File: src/sv/lcdfd_pkg.sv
`timescale 1ns / 1ps
// Package for the LCD driver frame decoder: result kind codes, flag bit
// positions and the seven-segment and indicator decode functions.
// No dependencies.
package lcdfd_pkg;

    // Kind of frame reported with every result word.
    typedef enum logic [3:0] {
        KIND_BAD        = 4'd0,
        KIND_NONE       = 4'd1,
        KIND_DEPTH      = 4'd2,
        KIND_SHALLOW    = 4'd3,
        KIND_DEEP       = 4'd4,
        KIND_ALARM      = 4'd5,
        KIND_THRESH     = 4'd6,
        KIND_KEEL_SET   = 4'd7,
        KIND_KEEL_SHOWN = 4'd8
    } t_frame_kind;

    // Bit positions in the known mask.
    localparam int SEEN_DEPTH   = 0;
    localparam int SEEN_KEEL    = 1;
    localparam int SEEN_SHALLOW = 2;
    localparam int SEEN_DEEP    = 3;
    localparam int SEEN_THRESH  = 4;

    localparam int TENTHS_W = 10;
    localparam int MASK_W   = 5;

    // Decoded digit with a valid flag.
    typedef struct packed {
        logic       valid;
        logic [3:0] value;
    } t_digit;

    // Seven-segment pattern to digit. A blank digit reads as zero.
    function automatic t_digit decode_digit(input logic [6:0] pat);
        t_digit d;
        d.valid = 1'b1;
        d.value = 4'd0;
        unique case (pat)
            7'b0000000: d.value = 4'd0;
            7'b1110111: d.value = 4'd0;
            7'b1000001: d.value = 4'd1;
            7'b1101110: d.value = 4'd2;
            7'b1101011: d.value = 4'd3;
            7'b1011001: d.value = 4'd4;
            7'b0111011: d.value = 4'd5;
            7'b0111111: d.value = 4'd6;
            7'b1100001: d.value = 4'd7;
            7'b1111111: d.value = 4'd8;
            7'b1111011: d.value = 4'd9;
            default:    d.valid = 1'b0;
        endcase
        return d;
    endfunction

    // Indicator pattern to frame kind. Blank and unknown patterns give KIND_NONE.
    function automatic t_frame_kind decode_indicator(input logic [6:0] pat);
        t_frame_kind k;
        unique case (pat)
            7'b0100000: k = KIND_SHALLOW;
            7'b0000010: k = KIND_DEEP;
            7'b1111101: k = KIND_ALARM;
            7'b0001010: k = KIND_THRESH;
            7'b0111110: k = KIND_DEPTH;
            7'b0101000: k = KIND_KEEL_SET;
            7'b0001000: k = KIND_KEEL_SHOWN;
            default:    k = KIND_NONE;
        endcase
        return k;
    endfunction

endpackage

File: src/sv/lcd_driver_frame_decoder.sv
`timescale 1ns / 1ps
// Top level of the LCD driver frame decoder: input register, digit and
// indicator decode, stored readings and the result register. Uses lcdfd_pkg.
//
// Usage:
//   Input channel: i_in_valid / o_in_stall carry one 32-bit driver frame word,
//   first received byte in bits 31 to 24. Output channel: o_out_valid /
//   i_out_stall carry one result word per frame: the frame kind, the frame's
//   decoded value in tenths, and all stored readings after this frame.
//   A word moves when valid is high and stall is low at a rising edge.
//   An accepted frame sits in the input register and is decoded into the
//   result register once that register is free, from where the receiver
//   takes it. Throughput is one frame per cycle while the receiver does not
//   stall; the single decode stage between the two registers sets that figure.
//   A frame with an invalid digit pattern changes no stored reading.
//   When the receiver stalls, the result register holds its word and the
//   input register may still take one more frame; beyond that o_in_stall
//   goes high until the result is taken.
//   Synchronous reset (i_rst_n low) empties both registers and clears all
//   stored readings, the known mask and the alarm flag.
module lcd_driver_frame_decoder
    import lcdfd_pkg::*;
(
    input  logic                i_clk,
    input  logic                i_rst_n,
    input  logic                i_in_valid,
    output logic                o_in_stall,
    input  logic [31:0]         i_frame_word,
    output logic                o_out_valid,
    input  logic                i_out_stall,
    output logic [3:0]          o_frame_kind,
    output logic [TENTHS_W-1:0] o_decoded_tenths,
    output logic [TENTHS_W-1:0] o_depth_tenths,
    output logic [TENTHS_W-1:0] o_keel_tenths,
    output logic [TENTHS_W-1:0] o_shallow_tenths,
    output logic [TENTHS_W-1:0] o_deep_tenths,
    output logic [TENTHS_W-1:0] o_threshold_tenths,
    output logic [MASK_W-1:0]   o_known_mask,
    output logic                o_alarm_on
);

    // Input register.
    logic        r_in_valid;
    logic [31:0] r_frame;

    // Stored readings.
    logic [TENTHS_W-1:0] r_depth, r_keel, r_shallow, r_deep, r_thresh;
    logic [MASK_W-1:0]   r_seen;
    logic                r_alarm;
    logic [TENTHS_W-1:0] n_depth, n_keel, n_shallow, n_deep, n_thresh;
    logic [MASK_W-1:0]   n_seen;
    logic                n_alarm;

    // Result register.
    logic                r_out_valid;
    logic [3:0]          r_kind;
    logic [TENTHS_W-1:0] r_value;

    logic advance;
    logic take_in;

    // The result register is free when empty or being taken this cycle.
    assign advance = !r_out_valid || !i_out_stall;
    assign o_in_stall = r_in_valid && !advance;
    assign take_in = i_in_valid && !o_in_stall;

    // Gather the digit and indicator patterns from their fixed bit positions.
    logic [7:0] b0, b1, b2, b3;
    logic [6:0] ind_pat, p1, p2, p3;
    t_digit      d1, d2, d3;
    t_frame_kind ind_kind;
    logic        digits_ok;
    t_frame_kind kind;
    logic [TENTHS_W-1:0] value;

    always_comb begin
        b0 = r_frame[31:24];
        b1 = r_frame[23:16];
        b2 = r_frame[15:8];
        b3 = r_frame[7:0];
        ind_pat = {b1[2:0], b2[7], b2[5:3]};
        p1 = {b1[7:4], b2[2:0]};
        p2 = {b0[4:1], b3[7:5]};
        p3 = {b3[0], b0[7:5], b3[3:1]};
    end

    // Decode the three digits and form the value in tenths.
    always_comb begin
        d1 = decode_digit(p1);
        d2 = decode_digit(p2);
        d3 = decode_digit(p3);
        ind_kind = decode_indicator(ind_pat);
        digits_ok = d1.valid && d2.valid && d3.valid;
        if (digits_ok) begin
            kind  = ind_kind;
            value = TENTHS_W'(d1.value) * TENTHS_W'(100)
                  + TENTHS_W'(d2.value) * TENTHS_W'(10)
                  + TENTHS_W'(d3.value);
        end else begin
            kind  = KIND_BAD;
            value = '0;
        end
    end

    // Next values of the stored readings for the frame in the input register.
    always_comb begin
        n_depth   = r_depth;
        n_keel    = r_keel;
        n_shallow = r_shallow;
        n_deep    = r_deep;
        n_thresh  = r_thresh;
        n_seen    = r_seen;
        n_alarm   = r_alarm;
        unique case (kind)
            KIND_DEPTH: begin
                n_depth = value;
                n_seen[SEEN_DEPTH] = 1'b1;
            end
            KIND_SHALLOW: begin
                n_shallow = value;
                n_seen[SEEN_SHALLOW] = 1'b1;
            end
            KIND_DEEP: begin
                n_deep = value;
                n_seen[SEEN_DEEP] = 1'b1;
            end
            KIND_ALARM: begin
                n_alarm = 1'b1;
            end
            KIND_THRESH: begin
                n_thresh = value;
                n_seen[SEEN_THRESH] = 1'b1;
            end
            KIND_KEEL_SET, KIND_KEEL_SHOWN: begin
                n_keel = value;
                n_seen[SEEN_KEEL] = 1'b1;
            end
            default: begin
            end
        endcase
    end

    // Control and stored state.
    always_ff @(posedge i_clk) begin
        if (!i_rst_n) begin
            r_in_valid  <= 1'b0;
            r_out_valid <= 1'b0;
            r_depth     <= '0;
            r_keel      <= '0;
            r_shallow   <= '0;
            r_deep      <= '0;
            r_thresh    <= '0;
            r_seen      <= '0;
            r_alarm     <= 1'b0;
        end else begin
            if (take_in) begin
                r_in_valid <= 1'b1;
            end else if (advance) begin
                r_in_valid <= 1'b0;
            end
            if (advance) begin
                r_out_valid <= r_in_valid;
            end
            if (advance && r_in_valid) begin
                r_depth   <= n_depth;
                r_keel    <= n_keel;
                r_shallow <= n_shallow;
                r_deep    <= n_deep;
                r_thresh  <= n_thresh;
                r_seen    <= n_seen;
                r_alarm   <= n_alarm;
            end
        end
    end

    // Payload registers.
    always_ff @(posedge i_clk) begin
        if (take_in) begin
            r_frame <= i_frame_word;
        end
        if (advance && r_in_valid) begin
            r_kind  <= kind;
            r_value <= value;
        end
    end

    assign o_out_valid        = r_out_valid;
    assign o_frame_kind       = r_kind;
    assign o_decoded_tenths   = r_value;
    assign o_depth_tenths     = r_depth;
    assign o_keel_tenths      = r_keel;
    assign o_shallow_tenths   = r_shallow;
    assign o_deep_tenths      = r_deep;
    assign o_threshold_tenths = r_thresh;
    assign o_known_mask       = r_seen;
    assign o_alarm_on         = r_alarm;

endmodule

File: config.mk
export PLATFORM = sky130hd
export DESIGN_NAME = lcd_driver_frame_decoder
export DESIGN_NICKNAME = d
export VERILOG_FILES = /design/src/sv/lcdfd_pkg.sv /design/src/sv/lcd_driver_frame_decoder.sv
export SDC_FILE = /design/constraint.sdc
export NUM_CORES = 1
export LEC_CHECK = 0
export ABC_AREA = 1
export BUFFER_PORTS_ARGS = -buffer_cell sky130_fd_sc_hd__buf_2
export CORE_AREA = 2 2 179 93
export DETAILED_ROUTE_END_ITERATION = 16
export DIE_AREA = 0 0 181 95
export PLACE_DENSITY_LB_ADDON = 0.2
export SETUP_SLACK_MARGIN = 0.15
export SLEW_MARGIN = 25
export SYNTH_ARGS = -nofsm -noshare
export SYNTH_HDL_FRONTEND = slang
export SYNTH_SLANG_ARGS = --single-unit
export TNS_END_PERCENT = 100
File: constraint.sdc
create_clock -name i_clk -period 4.25 [get_ports i_clk]
set_input_delay 0.85 -clock i_clk [delete_from_list [all_inputs] [get_ports i_clk]]
set_output_delay 0.85 -clock i_clk [all_outputs]
set_load 0.005 [all_outputs]
======== Word level (Yosys, flattened, before mapping) ========
Index checks and enable logic that the tools add are counted.
storage, ports and cells
  register bits ........................... 104
  input bits .............................. 36
  logic and storage cells ................. 99
  output and inout bits ................... 72
cells by class
  $mul .................................... 2
  add/sub/neg operators ................... 2
  mux-type cells .......................... 11
  equality and inequality tests ........... 44
  reductions and logical operators ........ 24
operators by type and width
  cell                 number
  $eq 7x7->1 const B   25
  $pmux 4 s9           3
  $eq 7x6->1 const B   9
  $reduce_or 11->1     3
  $pmux 4 s7           1
  $logic_not 7->1      3
  $eq 4x3->1 const B   4
  $eq 7x4->1 const B   2
  $reduce_and 2->1     6
  $add 10x4->10        1
  $add 10x8->10        1
  $mux 10              1
  $eq 4x2->1 const B   2
  $mul 4x5->8 const B  1
  $eq 7x2->1 const B   1
  $mul 4x3->7 const B  1
  $logic_and 1x1->1    5
  $mux 1               5
  $eq 4x4->1 const B   1
  $logic_not 1->1      4
  $mux 4               1
  $reduce_bool 2->1    1
  $reduce_or 2->1      1
  $logic_or 1x1->1     1

======== Longest topological paths before layout ========
Gate-level depths: netlist of run 1.
  depth in word-level cells ............... 9
  gate-level depth with buffers ........... 26
  gate-level depth less buffers ........... 26

======== Worst setup path after synthesis of run 1 ========
No wires, ideal clock.
  path kind ............................... register -> register
  start ................................... reg r_frame[27]
  end ..................................... reg r_depth[8], in the netlist o_depth_tenths[8]
  library setup time ...................... 0.064 ns
  data required time ...................... 4.186 ns
  buffers on the path ..................... 0
  cell stages (with the launch flop) ...... 25
  arrival ................................. 3.601 ns
  slack ................................... 0.585 ns
  clock period less this slack ............ 3.665 ns
  cells stage by stage .................... edfxtp_1 -> nand2_1 -> nor2_2 -> nand3_1 -> nand2_1 -> nor2_1 -> nand2_1 -> ha_1 -> ha_1 -> inv_1 -> fa_1 -> inv_1 -> ha_1 -> ha_1 -> a21oi_1 -> nand2_1 -> nand2_1 -> inv_1 -> o21ai_0 -> a21boi_0 -> nor2_1 -> o21ai_0 -> nand3_1 -> nand2_1 -> nor2_1
between the ends
  cells in the longest elaborated chain, start to end .. 8
  elaborated cells between the ends (all ways) .. 23
  those cells by class .................... add/sub: 2; mul: 1; eq/ne: 11; mux: 4; reduce/logical: 5
ends and longest elaborated chain
  item                                                                   line                             source
  start, declared                                                        lcd_driver_frame_decoder.sv:44   logic [31:0] r_frame;
  start signal, assigned                                                 lcd_driver_frame_decoder.sv:179  r_frame <= i_frame_word;
  parallel branches: the longest is 8 deep, another holds $add 10x8->10  --
  end signal, assigned                                                   lcd_driver_frame_decoder.sv:165  r_depth <= n_depth;
  end, declared                                                          lcd_driver_frame_decoder.sv:47   logic [TENTHS_W-1:0] r_depth, r_keel, r_shallow, r_deep, r_thresh;
Parallel ways; which one is timed is not known.
A chain may end at the register's enable or synchronous reset.

======== Worst setup path after layout of run 1 ========
  start ................................... reg r_frame[26]
  end ..................................... reg r_shallow[8], in the netlist o_shallow_tenths[8]
between the ends
  cells in the longest elaborated chain, start to end .. 8
  elaborated cells between the ends (all ways) .. 23
  those cells by class .................... add/sub: 2; mul: 1; eq/ne: 11; mux: 4; reduce/logical: 5
ends and longest elaborated chain
  item                                                                   line                             source
  parallel branches: the longest is 8 deep, another holds $add 10x8->10  --
  end signal, assigned                                                   lcd_driver_frame_decoder.sv:167  r_shallow <= n_shallow;
  end, declared                                                          lcd_driver_frame_decoder.sv:47
Parallel ways; which one is timed is not known.

==> impl_metrics.tcl, run 1 <==
set metrics [dict create \
    placedInstanceArea_mm2 0.006110 \
    finalSetupViolations 0 \
    whs_path_depth 2 \
    io_buffers 103 \
    clk_latency_ns 0.35 \
    timing.final.ws_setup_ns 0.4269 \
    rows 33 \
    place_worst_setup_slack_ns -0.06178 \
    vias 4465 \
    worst_pin_slew_ns 0.6124 \
    netlist_area_mm2 0.005376 \
    wl_mm 13.21 \
    fin_skew_ns 0.01133 \
    r2r_slack_ns 0.43 \
    grtUsageTotal_pct 15.95 \
    cts_tree "built" \
    rr_startpoint "r_frame[26]" \
    power.leakage_nw 3.408 \
    clk_path_buf_depth 2 \
    syn_to_final_growth_pct 21.43 \
    powerDensity_mw_per_mm2 312.6 \
    clock-sinks 100 \
    overflow 0 \
    die_w_um 181 \
    rsz0062_at_grt "no" \
    crit_path_start_kind "flop" \
    initial_utilization_pct 33.91 \
    period_share_pct 89.96 \
    hold_viol_final 0 \
    dp_cells 992 \
    die_area_mm2 0.01720 \
    antennaDiodeCount 0 \
    grt_antenna_before_repair 0 \
    ys_seq_area_share_pct 45.05 \
    dr.pass1.iters 5 \
    ant_nets 0 \
    synth_flop_cell "dfxtp_1" \
    drc 0 \
    drt_first_iter_violations 250 \
    ios 108 \
    yosysMostFrequentCell "nor2_1" \
    slew-limit-headroom_pct 59.11 \
    min_period_ns 3.823 \
    cp_max_fo 5 \
    clkTransAtPathRegs_ns 0.08 \
    htree_num_levels 3 \
    drv_slew 0 \
    layout.cells.non_filler 1013 \
    gp_congestion 0.8333 \
    dp_hpwl_mm 10.14 \
    peakVddDrop_mv 0.1829 \
    r2r_end "o_shallow_tenths[8]" \
    timing.fmax_ghz 0.2616 \
    synth.net_count 749 \
    die_height_um 95 \
    p_total_mw 2.041 \
    whs_ns 0.4731 \
    synth_area_leaders "edfxtp_1 (23%), dfxtp_1 (22%), nor2_1 (12%)" \
    async_flop_share_pct 0 \
    vias_per_cell 4.408 \
    worst_ep_required_time_ns 4.51 \
    end_kind "flop" \
    root_buffer "clkbuf_16" \
    ys_warn_count 0 \
    hold_path_class "flop to flop" \
    drive_above_1_share_pct 23.29 \
    grt_pass1_vias 4035 \
    grt_first_pass_wirelength_mm 20.93 \
    yosys-top-cells-count "nor2_1 (168), nand2_1 (150), inv_1 (86)" \
    ys_seq_elements 100 \
    cts_inserted_buffers 9 \
    grt_max_degree 37 \
    criticalPathCategory "flop to flop" \
    fin_nets 862 \
    min_to "o_known_mask[3]" \
    min_from "o_known_mask[3]" \
    fin_area_mm2 0.006529 \
    wl_per_cell_um 13.04 \
    fp.coreArea_mm2 0.01586 \
    drv_cap 0 \
    ys_types 42 \
    synth_top_area_share_pct 23.46 \
    tns_ns 0 \
    ff2ff_path_depth 24 \
    utilization_pct 41.18 \
    synth_top_cell_by_area "edfxtp_1" \
    synth_edf_count 42 \
    worstPathArrival_ns 4.08 \
    synthCells 685 \
    post_synth.cell_area_avg_um2 7.849 \
    outcome "finished clean" \
]
[layer usage]
metal  vias to the layer above  share of wire (%)  track usage, %
met1                      1970                 56           25.07
met3                        11                7.2           5.129
met2                        97                 36           20.54
met4                         0               0.59           3.049
met5                         -                  0               0
li1                       2387                  -               -
[flip-flops by register name, indices dropped and copies added (netlist names), 4 cells and up]
| name | cells |
|---|---|
| r_frame | 28 |
| o_decoded_tenths | 10 |
| o_deep_tenths | 10 |
| o_depth_tenths | 10 |
| o_keel_tenths | 10 |
| o_shallow_tenths | 10 |
| o_threshold_tenths | 10 |
| o_known_mask | 5 |
| o_frame_kind | 4 |
[final cells by class]
| class | count | area (µm²) |
|---|---|---|
| clock buffer | 12 | 279.0 |
| clock inverter | 4 | 33.78 |
| fill | 1640 | 9326 |
| inverter | 91 | 351.6 |
| multi-input combinational | 481 | 2574 |
| sequential | 100 | 2422 |
| tap | 210 | 262.8 |
| timing repair buffer | 115 | 605.6 |
[worst max path at each step]
stage | from | endpoint | depth (start not counted)
2_1_floorplan | r_frame[27] | o_depth_tenths[8] | 24
6_report | r_frame[26] | o_shallow_tenths[8] | 24
3_3_place_gp | r_frame[27] | o_depth_tenths[8] | 24
5_1_grt | r_frame[26] | o_depth_tenths[8] | 24
4_1_cts | r_frame[27] | o_shallow_tenths[8] | 25
3_5_place_dp | r_frame[27] | o_shallow_tenths[8] | 24
[cells by family (layout without fill, tap and decap cells)]
kind of cell | count (synthesis) | after routing | share of synthesized area, %
buffers and inverters | 104 | 222 | 8.354
AND/OR/NAND/NOR | 414 | 414 | 34.95
XOR/XNOR | 4 | 4 | 0.6517
flip-flops | 100 | 100 | 45.05
adder cells (fa/ha/maj) | 28 | 28 | 7.214
AO/OA/AOI/OAI | 35 | 35 | 3.770
[critical path: stages (launching register included)]
cell      delay (ns)
edfxtp_1        0.47
nand2_2         0.12
nor2_1          0.05
nand2_1         0.08
nand2_1         0.07
nor2_2          0.12
nand2_1         0.08
ha_1            0.29
ha_1            0.17
inv_1           0.05
fa_1            0.47
inv_1           0.04
ha_1            0.30
ha_4            0.27
a21oi_1         0.13
nand2_1         0.08
nand2_1         0.07
inv_2           0.06
o21ai_2         0.14
nand2_1         0.10
o21ai_2         0.20
buf_4           0.15
nand3_1         0.07
nand2_1         0.08
nor2_1          0.05
[power by group]
part	internal (mW)	switching (mW)	total, mW
Sequential	1.03	0.0168	1.04
Clock	0.477	0.384	0.860
Combinational	0.0494	0.0884	0.138
[cells in the final DEF, fill, tap and decap left out, drive strengths merged, types with 6 or more instances in the layout]
cell | synthesis | final
nand3b | 6 | 6
dfxtp | 58 | 58
ha | 23 | 23
nand2 | 158 | 158
nor2 | 184 | 184
clkbuf | 4 | 12
inv | 89 | 92
nand3 | 37 | 37
o21ai | 18 | 18
edfxtp | 42 | 42
nand4 | 8 | 8
a21oi | 13 | 13
nor3 | 16 | 16
buf | 9 | 115
[what timing repair did]
action | 4_1_cts | 5_1_grt
cloned | 0 | 0
endpoints found under the hold margin | 0 | 0
buffers inserted | 1 | 4
resized for setup | 4 | 15
pin swaps | 0 | 6
hold buffers | 0 | 0
setup endpoints to repair | 3 | 19
No activity file was read; power rests on OpenSTA's default activity.
==> inputs of run 2 (changes only) <==
--- a/config.mk
+++ b/config.mk
@@ -7,9 +7,9 @@
 export LEC_CHECK = 0
 export ABC_AREA = 1
 export BUFFER_PORTS_ARGS = -buffer_cell sky130_fd_sc_hd__buf_2
-export CORE_AREA = 2 2 179 93
+export CORE_AREA = 2 2 105 157
 export DETAILED_ROUTE_END_ITERATION = 16
-export DIE_AREA = 0 0 181 95
+export DIE_AREA = 0 0 107 159
 export PLACE_DENSITY_LB_ADDON = 0.2
 export SETUP_SLACK_MARGIN = 0.15
 export SLEW_MARGIN = 25
==> run 2 against run 1 <==
Against the previous run: power decreased by 1.4%; non-clock buffer count shrank 4; flip-flop and latch count stayed put; via count shrank 0.29%; largest cell class unchanged; sequential share of layout area increased by 0.28 points; clock power fell by 2.4%; critical endpoint is now o_depth_tenths[8]; highest routed layer unchanged; largest power group unchanged; clock skew up 0.0048 ns; cell count down 1.1%; clock-buffer cell count is 3 lower.
==> impl_metrics.tcl, run 2 (same netlist as run 1, synthesis figures left out) <==
set metrics [dict create \
    outcome "finished clean" \
    htree_num_levels 3 \
    root_buffer "clkbuf_16" \
    cp_max_fo 5 \
    gp_congestion 0.8101 \
    rows 56 \
    hold_viol_final 0 \
    drv_cap 0 \
    dp_hpwl_mm 9.350 \
    die_w_um 107 \
    ant_nets 0 \
    slew-limit-headroom_pct 39.65 \
    tns_ns 0 \
    fin_area_mm2 0.006480 \
    grt_max_degree 53 \
    nFillCells 1664 \
    grt_pass1_vias 4228 \
    timing.fmax_ghz 0.2668 \
    cts_tree "built" \
    whs_ns 0.4693 \
    fin_skew_ns 0.01618 \
    drv_slew 0 \
    grt_first_pass_wirelength_mm 20.11 \
    fin_nets 858 \
    vias 4452 \
    cts_inserted_buffers 9 \
    min_period_ns 3.748 \
    slowest_stage "edfxtp_1" \
    hold_path_class "flop to flop" \
    multi_input_area_mm2 0.002565 \
    ios 108 \
    peakVddDrop_mv 0.1909 \
    largest_reg_flops 28 \
    end_kind "flop" \
    drc 0 \
    ff2ff_path_depth 25 \
    overflow 0 \
    clk_latency_ns 0.36 \
    fp.coreArea_mm2 0.01563 \
    grt_antenna_before_repair 0 \
    worst_pin_slew_ns 0.8997 \
    die_area_mm2 0.01701 \
    regArea_mm2 0.002422 \
    die_height_um 159 \
    clkTransAtPathRegs_ns 0.09 \
    worstPathArrival_ns 4.05 \
    worst_ep_required_time_ns 4.55 \
    io_buffers 103 \
    grtUsageTotal_pct 14.92 \
    rsz0062_at_grt "no" \
    crit_top_cell "nand2_1" \
    final_cell_mix "nor2_1 (166), nand2_1 (148), buf_2 (103)" \
    drt_first_iter_violations 138 \
    powerDensity_mw_per_mm2 310.5 \
    syn_to_final_growth_pct 20.53 \
    crit_path_start_kind "flop" \
    clk_path_buf_depth 2 \
    power.leakage_nw 3.387 \
    period_share_pct 88.18 \
    wl_mm 11.98 \
    worst_path_largest_cell_delay_ns 0.44 \
    clock-sinks 100 \
    criticalPathCategory "flop to flop" \
    initial_utilization_pct 34.41 \
    regMostFlops "r_frame" \
    dr.pass1.iters 4 \
    antennaDiodeCount 0 \
    drive_above_1_share_pct 22.40 \
    vias_per_cell 4.443 \
    layout_commonest_cell "nor2_1" \
    placedInstanceArea_mm2 0.006086 \
    whs_path_depth 2 \
    finalSetupViolations 0 \
    wl_per_cell_um 11.96 \
]
[run 2: final timing paths]
path	slack [ns]	to	from
hold reg to reg	0.47	o_alarm_on	o_alarm_on
setup reg to reg	0.50	o_depth_tenths[8]	r_frame[26]
hold / removal	0.47	o_alarm_on	o_alarm_on
setup / recovery	0.50	o_depth_tenths[8]	r_frame[26]
[run 2: report_power, final]
part | internal [mW] | switching [mW]
Combinational | 0.0485 | 0.0833
Clock | 0.425 | 0.414
Sequential | 1.03 | 0.0158
Total | 1.50 | 0.513
[run 2: repair_timing]
item                                   in CTS  in global routing
gates resized for setup                     0                 15
endpoints found under the hold margin       0                  0
setup endpoints to repair                   2                 20
setup buffers                               2                  1
hold buffers                                0                  0
pin swaps                                   0                  4
[run 2: final cells by class]
cell class | count | area share [%]
Multi-Input combinational cell | 481 | 39.58
Inverter | 91 | 5.426
Clock inverter | 7 | 1.332
Sequential cell | 100 | 37.38
Tap cell | 203 | 3.920
Clock buffer | 9 | 3.476
Timing Repair Buffer | 111 | 8.882
[run 2: metrics by stage]
step / setup WS, ns / utilization (%) / power [mW] / std cells
after floorplan: 0.5852 / - / 1.148 / 685
after global placement: 0.1757 / 38.95 / 1.192 / 983
after detailed placement: 0.1324 / 38.95 / 1.192 / 983
after CTS: 0.1565 / 41.04 / 2.035 / 1001
after global routing: 0.1507 / 41.47 / 2.102 / 1002
final: 0.5024 / 41.47 / 2.012 / 1002
[run 2: routing by layer]
layer / global-route usage [%] / vias up / share of wire [%]
met2: 27.10 / 93 / 52
met4: 5.077 / 0 / 2.3
met3: 2.579 / 15 / 4.3
met1: 17.43 / 1967 / 42
met5: 0 / - / 0
li1: - / 2377 / -
[run 2: worst max-delay path: cells and delay by family (launching register included)]
kind | cells | cell delay [ns]
buffers and inverters | 5 | 0.50
and+or+nand+nor | 11 | 0.97
adders and majority gates | 5 | 1.36
AOI/OAI and AO/OA | 4 | 0.45
DFF | 1 | 0.44
